### src/rtl/gtof_pkg.sv
// Shared constants, codes and types of the GPS track outlier filter.
package gtof_pkg;

	localparam int LAT_W          = 31;
	localparam int LON_W          = 32;
	localparam int ZB_W           = 31;
	localparam int SIG_W          = 8;
	localparam int CNT_CFG_W      = 7;
	localparam int CFG_DATA_W     = 31;
	localparam int DSUM_W         = 40;
	localparam int SQ_W           = 64;
	localparam int ROOT_W         = 32;
	localparam int MOP_W          = 40;
	localparam int PROD_W         = 80;
	localparam int TH_W           = 40;
	localparam int PT_W           = LAT_W + LON_W;
	localparam int MAX_POINTS_DEF = 64;

	localparam logic [ZB_W-1:0]      ZERO_BAND_RST   = ZB_W'(1000000);
	localparam logic [SIG_W-1:0]     SIGMA_RST       = SIG_W'(56);
	localparam logic [CNT_CFG_W-1:0] MIN_CLUSTER_RST = CNT_CFG_W'(5);
	localparam logic [CNT_CFG_W-1:0] SHORT_LIST_RST  = CNT_CFG_W'(5);

	typedef enum logic [1:0] {
		CFG_ZERO_BAND   = 2'd0,
		CFG_SIGMA       = 2'd1,
		CFG_MIN_CLUSTER = 2'd2,
		CFG_SHORT_LIST  = 2'd3
	} cfg_idx_t;

	typedef enum logic [1:0] {
		STAT_FILTERED = 2'd0,
		STAT_SHORT    = 2'd1,
		STAT_EMPTY    = 2'd2,
		STAT_OVERFLOW = 2'd3
	} status_t;

	typedef enum logic {
		OP_MUL = 1'b0,
		OP_DIV = 1'b1
	} md_op_t;

	typedef struct packed {
		logic   start;
		md_op_t op;
	} md_cmd_t;

endpackage

### src/rtl/gtof_isqrt.sv
// Iterative integer square root, one result bit per cycle.
module gtof_isqrt (
	input  logic                        clk,
	input  logic                        arst_n,
	input  logic                        start,
	input  logic [gtof_pkg::SQ_W-1:0]   value,
	output logic                        done,
	output logic [gtof_pkg::ROOT_W-1:0] root
);
	import gtof_pkg::*;

	logic [SQ_W-1:0] v_q;
	logic [SQ_W-1:0] r_q;
	logic [SQ_W-1:0] bit_q;
	logic            busy_q;
	logic            done_q;
	logic [SQ_W-1:0] trial;

	assign trial = r_q + bit_q;
	assign done  = done_q;
	assign root  = r_q[ROOT_W-1:0];

	always_ff @(posedge clk or negedge arst_n) begin
		if (!arst_n) begin
			busy_q <= 1'b0;
			done_q <= 1'b0;
		end else begin
			done_q <= 1'b0;
			if (start) begin
				busy_q <= 1'b1;
			end else if (busy_q && bit_q[0]) begin
				busy_q <= 1'b0;
				done_q <= 1'b1;
			end
		end
	end

	always_ff @(posedge clk) begin
		if (start) begin
			v_q   <= value;
			r_q   <= '0;
			bit_q <= SQ_W'(1) << (SQ_W - 2);
		end else if (busy_q) begin
			if (v_q >= trial) begin
				v_q <= v_q - trial;
				r_q <= (r_q >> 1) + bit_q;
			end else begin
				r_q <= r_q >> 1;
			end
			bit_q <= bit_q >> 2;
		end
	end
endmodule

### config.mk
export PLATFORM = sky130hd
export DESIGN_NAME = gtof_isqrt
export DESIGN_NICKNAME = d
export VERILOG_FILES = /design/src/rtl/gtof_pkg.sv /design/src/rtl/gtof_isqrt.sv
export SDC_FILE = /design/constraint.sdc
export NUM_CORES = 1
export LEC_CHECK = 0
export BUFFER_PORTS_ARGS = -buffer_cell sky130_fd_sc_hd__buf_4
export CAP_MARGIN = 25
export CORE_UTILIZATION = 31
export CTS_BUF_LIST = sky130_fd_sc_hd__clkbuf_2 sky130_fd_sc_hd__clkbuf_4 sky130_fd_sc_hd__clkbuf_8
export DETAILED_ROUTE_END_ITERATION = 7
export GPL_TIMING_DRIVEN = 0
export REMOVE_ABC_BUFFERS = 1
export SYNTH_ARGS = -nofsm -noshare
export SYNTH_HDL_FRONTEND = slang
export SYNTH_SLANG_ARGS = --single-unit
### constraint.sdc
create_clock -name clk -period 8.75 [get_ports clk]
set_input_delay 0 -clock clk [delete_from_list [all_inputs] [get_ports clk]]
set_output_delay 0 -clock clk [all_outputs]
set_load 0.05 [all_outputs]
### Yosys cells after proc, flatten, opt, wreduce, memory -nomap -nowiden

Cells that the tools add are included.

| word-level totals | value |
|---|---|
| word-level logic and storage cells | 22 |
| flip-flop bits (word level) | 162 |
| bits of input ports | 67 |

| cells by class | value |
|---|---|
| reductions and logical operators | 5 |
| add/subtract/negate cells | 3 |
| multiplexer cells | 8 |
| order comparisons | 1 |

Operator list:

| kind | number |
|---|---|
| $mux W64 | 4 |
| $add A63 B63 Y64 | 1 |
| $add A64 B63 Y64 | 1 |
| $ge A64 B64 Y1 | 1 |
| $sub A64 B64 Y64 | 1 |
| $reduce_bool A2 Y1 | 3 |
| $mux W1 | 4 |
| $reduce_and A2 Y1 | 1 |
| $logic_and A1 B1 Y1 | 1 |

### Longest topological paths before layout

Gate-level depths: netlist (run 1).

| depth | value |
|---|---|
| depth in word-level cells | 5 |
| depth in mapped cells | 28 |

### Worst setup path after synthesis (run 1)

Ideal clock, no wire load.

| timing path | value |
|---|---|
| kind | register to register |
| start point | register r_q[2] |
| end point | register v_q[0] (enable) |
| path buffers | 2 |
| stages on the path, launching flop included | 24 |
| data arrival time | 6.046 ns |
| path slack | 2.271 ns |
| library setup time | 0.432 ns |
| cells stage by stage | dfxtp_1 ha_1 a31o_2 a31oi_1 o21ai_2 a21oi_1 o31ai_4 a21oi_1 o31ai_2 a21o_1 a21oi_1 o21bai_1 xnor2_1 ha_1 clkbuf_1 nand4_1 nor3_1 nand4_1 o31ai_1 a221oi_1 o41ai_1 buf_2 nand2_1 nand2b_1 |

| between the ends | value |
|---|---|
| cells in the longest elaborated chain, start to end | 4 |

RTL lines:

| element | RTL line | text |
|---|---|---|
| start, declared | gtof_isqrt.sv:13 | `logic [SQ_W-1:0] r_q;` |
| start signal, assigned | gtof_isqrt.sv:46 | `r_q <= (r_q >> 1) + bit_q;` |
| start signal, assigned | gtof_isqrt.sv:48 | `r_q <= r_q >> 1;` |
| $add A64 B63 Y64 | gtof_isqrt.sv:19 | `assign trial = r_q + bit_q;` |
| $ge A64 B64 Y1 | gtof_isqrt.sv:44 | `if (v_q >= trial) begin` |
| $reduce_bool A2 Y1 (no source line) | - |  |
| $reduce_and A2 Y1 (no source line) | - |  |
| end signal, assigned | gtof_isqrt.sv:40 | `v_q <= value;` |
| end signal, assigned | gtof_isqrt.sv:45 | `v_q <= v_q - trial;` |
| end, declared | gtof_isqrt.sv:12 | `logic [SQ_W-1:0] v_q;` |

Every way passes these cells.
A chain may end at the register's enable or synchronous reset.

### Worst setup path after layout (run 1)

| timing path | value |
|---|---|
| start point | register r_q[8] |
| end point | register v_q[5] (enable) |

Same word-level chain as after synthesis.

==> summary.txt, run 1 <==
Outcome
  • Status: complete, no violations

Floorplan
  • Die height: about 220 um
  • Starting Density: 0.316
  • DIE WIDTH: ~220 um
  • Top-level port count: 100
  • CORE AREA: 47800 um^2
  • FP Rows: 80
  • Die area: 49600 um^2

Hold path
  • Hold path depth: 3
  • Hold_sp: start
  • Hold WC Path Type: in2reg
  • Hold path endpoint: v_q[7]$_DFFE_PP_

Synthesis
  • Synth top area cells: dfxtp_1, edfxtp_1, ha_1
  • Yosys cell types: 89
  • Fraction of registers with async set/reset: 0.0123
  • Synth top area share: 0.127
  • Register area share after synthesis: 0.258
  • #FFs+latches synth: between 150 and 200
  • Mean area per synthesized cell: 7.93 um^2
  • Top_reg_cell synth: dfxtp_1
  • Synth Cell Area: about 15000 um^2
  • Largest area contributor in the netlist: dfxtp_1
  • Synth warn: 0
  • Number of flops mapped to enable cells by yosys: 64
  • Mapped Cells: 1903

Global routing
  • Gr ovfl total: 0
  • First-pass GRT wire length: 70.1 mm
  • Vias in the first global route: ~14000
  • Tot GR Track Use: 0.174
  • Largest net degree at the start of global routing: roughly 150
  • Initial antenna violation count: 0

Final layout
  • Finished Core Util: 0.364
  • Layout area overhead: 15.3%
  • Fraction of layout cells with a size suffix above 1: 0.0966
  • Area occupied by multi-input gates: about 10000 um^2
  • Layout Nets: approximately 2200
  • Register area: 3900 um^2
  • Antenna cells: 0
  • Layout fillers: 5027

Routing
  • Number of vias per cell: approximately 5.5
  • Routed WL: between 40 and 50 mm
  • Drt pass-1 iters: 5
  • ANT nets after route: 0
  • DRT iter0 DRCs: about 930
  • DRC Markers: 0
  • Routed len/inst: around 17 um
  • DR vias: between 10000 and 15000

STA
  • Post-route minimum period: between 7000 and 8000 ps
  • Final hold violation count: 0
  • Slew margin rel.: 0.367
  • Final WS setup: between 1500 and 2000 ps
  • Final worst-path cycle share: 0.813
  • Worst slew pin tran: just over 900 ps
  • RSZ-0062 raised after global routing: false
  • Clock Skews: 27.7 ps
  • FMAX: ~0.14 GHz
  • Hold Slack: around 16 ps
  • Finish-stage setup viols: 0
  • Fin. max-slew vios: 0

Critical path
  • Arrival @ worst endpoint: between 7000 and 8000 ps
  • Crit path max-delay cell type: o41ai_2
  • FF-to-FF path depth: 22
  • Max incr delay on CP: about 710 ps
  • Critical Path Source Type: register
  • RR Endpoint: v_q[5]$_DFFE_PP_
  • Reg2reg start: r_q[8]$_SDFFE_PP0P_
  • Worst EP required: about 9000 ps
  • WP buf/inv: 2
  • CP top delay family: simple AND/OR/NAND/NOR gates
  • Largest fanout on the critical path: 63
  • Crit path top cell by count: nand4_1
  • Kind of critical path: reg2reg
  • Flop-to-flop setup slack: roughly 1600 ps
  • CP Capture Type: register
  • Critical path cell sequence: ha_1 > nand4_1 > nor3_1 > a211o_1 > o21ai_0 > o41ai_2 > a41o_1 > and3_1 > or2_1 > nand4_1 > a21boi_1 > xnor2_1 > ha_1 > and4_1 > nand2_1 > nor3_1 > nand4_1 > o41ai_2 > buf_4 > nand2_1 > nand2b_4 > buf_16

Clocking
  • Post-CTS Resized: 0
  • Clk slew on worst S/H paths: about 100 ps
  • Clk sinks: ~160
  • # H-tree levels: 4
  • Root Buffer: clkbuf_8
  • Clock Tree Buf Depth: 2
  • Clock latency at the later pin of the worst-skew pair: between 500 and 600 ps
  • TritonCTS clock tree: done
  • CTS Buf Count: 17

Power and ir drop
  • Worst vdd rail ir drop: about 180 uV
  • Leakage: ~7 nW
  • Power Dens Cells: around 300 nW/um^2

Placed design
  • Worst slack at placement: 1730 ps
  • Gpl congestion: a little under 0.9
  • Port Buffer Count: 99
  • Dpl hpwl: about 33 mm

Flow run
  • Max cap viols: 0
==> cells in the mapped netlist (all sizes together), types with 9 or more instances <==
library cell / instances
nor2: 204
a31o: 10
and3: 17
nor4: 13
o21bai: 42
inv: 32
a21o: 56
a21boi: 13
nor2b: 32
o31ai: 13
edfxtp: 64
dfxtp: 96
a211oi: 29
nand4: 37
mux2i: 38
nand3: 23
a21oi: 127
o21ai: 167
clkbuf: 78
a311oi: 23
o22ai: 9
ha: 130
xnor2: 68
nand2b: 11
and2: 13
a31oi: 56
o21a: 9
nand2: 217
xor2: 84
buf: 54
nor3: 23
or3: 20
==> logic make-up (layout without fill, tap and decap cells) <==
group,count (synthesis),in the layout,share of synthesized area
compound gates,623,623,0.274
xor+xnor,152,152,0.0882
fa+ha+maj,131,131,0.109
buf+inv,165,260,0.0521
flops,162,162,0.258
mux,42,42,0.0282
simple gates,628,628,0.190
==> what timing repair did <==
action	CTS	global route
endpoints found under the hold margin	66	0
buffers inserted	0	0
hold buffers	87	0
==> worst reg2reg max path, cell delays in order (launching register included) <==
cell	delay (ps)
dfxtp_1	430
ha_1	380
nand4_1	190
nor3_1	530
a211o_1	230
o21ai_0	190
o41ai_2	600
a41o_1	290
and3_1	230
or2_1	230
nand4_1	140
a21boi_1	180
xnor2_1	100
ha_1	420
and4_1	320
nand2_1	70
nor3_1	300
nand4_1	250
o41ai_2	710
buf_4	290
nand2_1	140
nand2b_4	170
buf_16	280
==> per-layer routing <==
metal,routed length [um],global-route usage,part of all wire
met4,992,0.0598,0.023
met5,0,0,0
met1,20700,0.233,0.48
met2,19800,0.284,0.46
met3,1870,0.0264,0.043
==> worst max-delay path by stage <==
stage / startpoint / end / cells after the start
finish: r_q[8]$_SDFFE_PP0P_ / v_q[5]$_DFFE_PP_ / 22
global route: bit_q[0]$_SDFFE_PP0P_ / v_q[4]$_DFFE_PP_ / 23
CTS: r_q[8]$_SDFFE_PP0P_ / v_q[4]$_DFFE_PP_ / 22
detailed placement: r_q[8]$_SDFFE_PP0P_ / v_q[0]$_DFFE_PP_ / 22
global placement: r_q[8]$_SDFFE_PP0P_ / v_q[0]$_DFFE_PP_ / 20
floorplan: r_q[2]$_SDFFE_PP0P_ / v_q[0]$_DFFE_PP_ / 19
==> state kept, by name, indices dropped and copies added, names as in the netlist <==
register  cells
v_q          64
r_q          64
done          1
busy_q        1
bit_q        32
==> cell type report <==
| type | instances | share of cell area |
|---|---|---|
| sequential | 162 | 0.224 |
| tap | 615 | 0.0442 |
| timing repair buffer | 195 | 0.103 |
| inverter | 33 | 0.00712 |
| clock inverter | 15 | 0.00913 |
| multi-input combinational | 1576 | 0.600 |
| clock buffer | 17 | 0.0134 |
==> stage by stage <==
step           instance area, um^2  power, W  TNS, ps  std cells
2_1_floorplan                14400   0.00359   -28590       1771
5_1_grt                      17400   0.00561        0       2613
6_report                     17400   0.00518        0       2613
4_1_cts                      17400   0.00517        0       2613
3_3_place_gp                 15900   0.00439  -433220       2485
3_5_place_dp                 16100   0.00446        0       2494
==> cell usage in the layout, fill, tap and decap left out, types with 64 or more instances in the layout <==
cell type and n:
ha_1 130, nor2_1 203, o21ai_0 154, a21oi_1 122, nand2_1 217, dfxtp_1 96
buf_4 101, dlygate4sd3_1 87, xor2_1 84, edfxtp_1 64, xnor2_1 68
==> power by group <==
| part | switching [W] | internal [W] | total [W] |
|---|---|---|---|
| registers | 0.000161 | 0.00108 | 0.00124 |
| clock network | 0.000356 | 0.000239 | 0.000595 |
| logic | 0.00200 | 0.00134 | 0.00334 |
No activity file was read; power rests on OpenSTA's default activity.
==> run 2: changes to the inputs <==
- clock period: 8.75 -> 6.2 ns (I/O delays scaled with it)
==> summary.txt, run 2 (same netlist as run 1, synthesis figures left out) <==
Flow run
  • Max cap viols: 0 (unchanged)

STA
  • Final hold violation count: 0 (unchanged)
  • Clock Skews: 26.0 ps (was 27.7 ps)
  • Worst slew pin tran: 923 ps (was 925 ps)
  • Hold Slack: 17.5 ps (was 15.9 ps)
  • Final worst-path cycle share: 0.968 (was 0.813)
  • Post-route minimum period: 6000 ps (was 7120 ps)
  • Fin. max-slew vios: 0 (unchanged)
  • Finish-stage setup viols: 0 (unchanged)
  • Slew margin rel.: 0.369 (was 0.367)
  • FMAX: 0.167 GHz (was 0.141 GHz)

Clocking
  • Clk sinks: 162 (unchanged)
  • CTS Buf Count: 17 (unchanged)
  • Clock latency at the later pin of the worst-skew pair: 530 ps (was 540 ps)
  • Root Buffer: clkbuf_8 (unchanged)
  • # H-tree levels: 4 (unchanged)
  • TritonCTS clock tree: done (unchanged)
  • Clk slew on worst S/H paths: 100 ps (about the same)
  • Clock Tree Buf Depth: 2 (unchanged)

Final layout
  • Most common cell after layout, fill and taps aside: nand2_1 (unchanged)
  • Layout Nets: 2198 (was 2183)
  • Finished Core Util: 0.374 (was 0.364)
  • Largest regs: r_q (64), v_q (64), bit_q (32) (unchanged)
  • Fraction of layout cells with a size suffix above 1: 0.128 (was 0.0966)
  • Commonest cells after routing, fill and taps aside: nand2_1, nor2_1, o21ai_0 (unchanged)
  • Layout area overhead: 18.5% (was 15.3%)

Routing
  • Routed len/inst: 17.0 um (was 16.6 um)
  • Number of vias per cell: 5.54 (was 5.50)
  • DR vias: 14600 (was 14400)
  • DRT iter0 DRCs: 935 (was 931)
  • Drt pass-1 iters: 5 (unchanged)
  • DRC Markers: 0 (unchanged)
  • Routed WL: 44.7 mm (was 43.3 mm)
  • ANT nets after route: 0 (unchanged)

Outcome
  • Status: complete, no violations (unchanged)

Critical path
  • Crit path top cell by count: buf_4 (was nand4_1)
  • CP Capture Type: register (unchanged)
  • Arrival @ worst endpoint: 6220 ps (was 7310 ps)
  • Worst EP required: 6420 ps (was 8950 ps)
  • Crit path max-delay cell type: ha_2 (was o41ai_2)
  • Max incr delay on CP: 390 ps (was 710 ps)
  • Largest fanout on the critical path: 32 (was 63)
  • Critical Path Source Type: register (unchanged)
  • Kind of critical path: reg2reg (unchanged)

Floorplan
  • Die area: 49600 um^2 (unchanged)
  • Die height: 223 um (unchanged)
  • FP Rows: 80 (unchanged)
  • Top-level port count: 100 (unchanged)
  • CORE AREA: 47800 um^2 (unchanged)
  • DIE WIDTH: 223 um (unchanged)
  • Starting Density: 0.316 (unchanged)

Global routing
  • Vias in the first global route: 14100 (was 13900)
  • Largest net degree at the start of global routing: 146 (unchanged)
  • First-pass GRT wire length: 71.6 mm (was 70.1 mm)
  • Tot GR Track Use: 0.178 (was 0.174)
  • Initial antenna violation count: 0 (unchanged)
  • Gr ovfl total: 0 (unchanged)

Hold path
  • Hold WC Path Type: in2reg (unchanged)

Power and ir drop
  • Power Dens Cells: 421 nW/um^2 (was 298 nW/um^2)
  • Worst vdd rail ir drop: 238 uV (was 177 uV)
  • Leakage: 7.16 nW (was 6.96 nW)

Placed design
  • Dpl hpwl: 32.8 mm (unchanged)
  • Gpl congestion: 0.893 (unchanged)
  • Port Buffer Count: 99 (unchanged)
[run 2: cell types whose count changed in the layout (fill, tap and decap cells not counted), moves of 5 or more]
cell,delta
dfxtp_2,+10
a21oi_1,-5
a31oi_1,-6
ha_4,+6
dfxtp_1,-10
ha_1,-8
buf_4,+12
a31oi_2,+6
[run 2: final cells by class]
class | count | area, um^2
Antenna cell | 1 | 2.50
Clock buffer | 17 | 234
Clock inverter | 15 | 159
Fill cell | 4978 | 30000
Inverter | 33 | 124
Multi-Input combinational cell | 1577 | 10800
Sequential cell | 162 | 3910
Tap cell | 615 | 769
Timing Repair Buffer | 209 | 1910
[run 2: routing by layer]
layer / vias to the layer above / share of wire / track usage
li1: 7201 / - / -
met4: 0 / 0.020 / 0.0556
met3: 61 / 0.045 / 0.0258
met5: - / 0 / 0
met2: 368 / 0.46 / 0.297
met1: 6933 / 0.47 / 0.236
[run 2: path summary, 6_finish.rpt]
| path | start | to | slack (ps) | cells after the start |
|---|---|---|---|---|
| max in group asynchronous | arst_n | busy_q$_DFFE_PN0P_ | 5730 | 3 |
| hold reg to reg | r_q[0]$_SDFFE_PP0P_ | r_q[0]$_SDFFE_PP0P_ | 520 | 2 |
| min in group asynchronous | arst_n | busy_q$_DFFE_PN0P_ | 330 | 3 |
| hold / removal | start | v_q[7]$_DFFE_PP_ | 20 | 3 |
| setup / recovery | bit_q[0]$_SDFFE_PP0P_ | v_q[5]$_DFFE_PP_ | 200 | 28 |
| setup reg to reg | bit_q[0]$_SDFFE_PP0P_ | v_q[5]$_DFFE_PP_ | 200 | 28 |
[run 2: report_power, final]
group / switching, W / internal, W
clock network: 0.000503 / 0.000337
logic: 0.00292 / 0.00200
registers: 0.000234 / 0.00153
total: 0.00366 / 0.00387
[run 2: critical path, delay by kind of cell, from the launching register on]
kind	cells	cell delay (ps)
AND/OR/NAND/NOR	7	1070
AO/OA/AOI/OAI	12	2190
XOR/XNOR	1	100
buffers and inverters	5	980
flip-flops	1	380
adder cells (fa/ha/maj)	3	870
[run 2: repair_timing]
action / in CTS / in global routing
gates cloned: 2 / 0
buffers inserted: 7 / 6
setup endpoints to repair: 129 / 124
hold buffers: 87 / 0
resized for setup: 29 / 43
pin swaps: 5 / 16
hold endpoints to repair: 66 / 0
[run 2: metrics by stage]
step	TNS [ps]	total power [W]	setup WS (ps)	std cells	area [um^2]
CTS	0	0.00745	22.9	2622	17600
global route	-43.1	0.00813	-5.84	2628	17900
global placement	-746940	0.00619	-7970	2485	15900
detailed placement	-77780	0.00629	-821	2494	16100
floorplan	-245040	0.00507	-3000	1771	14400
finish	0	0.00753	196	2629	17900
==> run 3: changes to the inputs <==
- BUFFER_PORTS_ARGS: -buffer_cell sky130_fd_sc_hd__buf_4 -> -buffer_cell sky130_fd_sc_hd__buf_2
==> summary.txt, run 3 (same netlist as run 1, synthesis figures left out) <==
Floorplan
  • DIE WIDTH: 223 um (unchanged)
  • Starting Density: 0.316 (unchanged)
  • Die height: 223 um (unchanged)
  • Top-level port count: 100 (unchanged)
  • FP Rows: 80 (unchanged)
  • CORE AREA: 47800 um^2 (unchanged)
  • Die area: 49600 um^2 (unchanged)

Global routing
  • Largest net degree at the start of global routing: 146 (unchanged)
  • Initial antenna violation count: 0 (unchanged)
  • Gr ovfl total: 0 (unchanged)
  • First-pass GRT wire length: 70.5 mm (was 71.6 mm)
  • Vias in the first global route: 13600 (was 14100)
  • Tot GR Track Use: 0.176 (was 0.178)

Clocking
  • Root Buffer: clkbuf_8 (unchanged)
  • TritonCTS clock tree: done (unchanged)
  • Clk slew on worst S/H paths: 100 ps (about the same)
  • Clock latency at the later pin of the worst-skew pair: 520 ps (was 530 ps)
  • Clk sinks: 162 (unchanged)
  • # H-tree levels: 4 (unchanged)
  • CTS Buf Count: 17 (unchanged)
  • Clock Tree Buf Depth: 2 (unchanged)

Critical path
  • WP depth: 24 (was 28)
  • CP Capture Type: register (unchanged)
  • WP buf/inv: 2 (was 5)
  • Critical path cell sequence: ha_4 > a31o_2 > a31oi_2 > o21ai_4 > a21oi_2 > o31ai_4 > a31oi_2 > o21bai_1 > a31oi_1 > o21bai_1 > a31oi_1 > xor2_1 > ha_1 > a21oi_1 > o21ai_0 > o21ba_2 > o21ai_0 > a221oi_2 > buf_4 > o41a_4 > buf_12 > o21ai_0 > nor2b_1 > a311oi_1
  • Worst Setup EP: r_q[6]$_SDFFE_PP0P_ (was v_q[5]$_DFFE_PP_)
  • FF-to-FF path depth: 24 (was 28)
  • Arrival @ worst endpoint: 6360 ps (was 6220 ps)
  • Flop-to-flop setup slack: 260 ps (was 200 ps)
  • RR Endpoint: r_q[6]$_SDFFE_PP0P_ (was v_q[5]$_DFFE_PP_)
  • CP startpoint: r_q[2]$_SDFFE_PP0P_ (was bit_q[0]$_SDFFE_PP0P_)
  • Largest fanout on the critical path: 53 (was 32)
  • Reg2reg start: r_q[2]$_SDFFE_PP0P_ (was bit_q[0]$_SDFFE_PP0P_)
  • Kind of critical path: reg2reg (unchanged)
  • Crit path max-delay cell type: dfxtp_1 (was ha_2)
  • CP top delay family: compound AO/OA/AOI/OAI gates (unchanged)
  • Crit path top cell by count: o21ai_0 (was buf_4)
  • Critical Path Source Type: register (unchanged)
  • Max incr delay on CP: 480 ps (was 390 ps)
  • Worst EP required: 6620 ps (was 6420 ps)

Routing
  • Routed WL: 44.6 mm (was 44.7 mm)
  • Drt pass-1 iters: 6 (was 5)
  • DRT iter0 DRCs: 944 (was 935)
  • DR vias: 14400 (was 14600)
  • DRC Markers: 0 (unchanged)
  • Number of vias per cell: 5.49 (was 5.54)
  • ANT nets after route: 0 (unchanged)
  • Routed len/inst: 17.0 um (about the same)

Final layout
  • Layout area overhead: 16.3% (was 18.5%)
  • Finished Core Util: 0.367 (was 0.374)
  • Largest regs: r_q (64), v_q (64), bit_q (32) (unchanged)
  • Design area: 17600 um^2 (was 17900 um^2)
  • Commonest cells after routing, fill and taps aside: nand2_1, nor2_1, o21ai_0 (unchanged)
  • Fraction of layout cells with a size suffix above 1: 0.128 (about the same)
  • Layout Nets: 2187 (was 2198)
  • Most common cell after layout, fill and taps aside: nand2_1 (unchanged)
  • Antenna cells: 0 (was 1)

Power and ir drop
  • Worst vdd rail ir drop: 205 uV (was 238 uV)
  • Leakage: 7.07 nW (was 7.16 nW)
  • Power Total: 0.00746 W (was 0.00753 W)
  • Power Dens Cells: 425 nW/um^2 (was 421 nW/um^2)

STA
  • RSZ-0062 raised after global routing: false
  • Hold Slack: 19.8 ps (was 17.5 ps)
  • Clock Skews: 19.8 ps (was 26.0 ps)
  • Slew margin rel.: 0.299 (was 0.369)
  • FMAX: 0.168 GHz (was 0.167 GHz)
  • Fin. max-slew vios: 0 (unchanged)
  • Setup_tns: 0 ps (unchanged)
  • Post-route minimum period: 5940 ps (was 6000 ps)
  • Final hold violation count: 0 (unchanged)
  • Finish-stage setup viols: 0 (unchanged)
  • Final worst-path cycle share: 0.958 (was 0.968)
  • Worst slew pin tran: 1020 ps (was 923 ps)

Hold path
  • Hold_sp: start (unchanged)
  • Hold WC Path Type: in2reg (unchanged)

Flow run
  • Max cap viols: 0 (unchanged)

Placed design
  • Post-DP Area: 15900 um^2 (was 16100 um^2)
  • Gpl congestion: 0.895 (was 0.893)
  • Port Buffer Count: 99 (unchanged)
  • Dpl hpwl: 32.9 mm (was 32.8 mm)

Outcome
  • Status: complete, no violations (unchanged)
run 3: cell types whose count changed in the layout (fill, tap and decap cells not counted), sizes merged:
cell and delta:
dlygate4sd3 -13, inv -6, clkbuf +4, bufinv +2, buf +1, diode -1
run 3: how the worst min path moves through the flow:
stage	slack [ps]	to	cells past startpoint
6_report	20	v_q[21]$_DFFE_PP_	2
5_1_grt	40	v_q[25]$_DFFE_PP_	2
4_1_cts	2	v_q[25]$_DFFE_PP_	2
3_5_place_dp	-210	done$_DFF_PN0_	1
3_3_place_gp	-220	done$_DFF_PN0_	1
2_1_floorplan	-300	busy_q$_DFFE_PN0P_	0
run 3: routing by layer:
layer,up-vias,share of wire,global-route usage
met4,0,0.021,0.0532
met1,6838,0.46,0.230
met5,-,0,0
met2,328,0.46,0.292
met3,57,0.052,0.0344
li1,7151,-,-
run 3: power breakdown:
group / total (W) / internal (W) / switching, W
registers: 0.00176 / 0.00153 / 0.000229
clock network: 0.000884 / 0.000425 / 0.000459
logic: 0.00482 / 0.00190 / 0.00292
run 3: layout make-up:
class | instances | area, um^2
clock inverters | 11 | 149
well taps | 615 | 769
inverters | 33 | 124
clock buffers | 20 | 269
multi-input cells | 1577 | 10800
flip-flops and latches | 162 | 3910
repair buffers | 198 | 1550
fillers | 4938 | 30300
run 3: worst register-to-register path, stage by stage (launching register included):
cell	delay [ps]
dfxtp_1	480
ha_4	270
a31o_2	260
a31oi_2	330
o21ai_4	140
a21oi_2	310
o31ai_4	150
a31oi_2	290
o21bai_1	150
a31oi_1	270
o21bai_1	150
a31oi_1	220
xor2_1	220
ha_1	350
a21oi_1	210
o21ai_0	140
o21ba_2	270
o21ai_0	100
a221oi_2	280
buf_4	180
o41a_4	310
buf_12	260
o21ai_0	130
nor2b_1	170
a311oi_1	230
run 3: timing repair:
item,4_1_cts,5_1_grt
cloned,1,1
hold endpoints to repair,66,0
setup endpoints to repair,129,120
pin swaps,5,16
resized for setup,28,39
hold buffers,74,0
buffers inserted,9,7
run 3: through the flow:
stage | worst slack, ps | cells
after floorplan | -3000 | 1771
after global placement | -7930 | 2485
after detailed placement | -925 | 2494
after CTS | 7.24 | 2609
after global routing | 3.81 | 2616
final | 260 | 2616
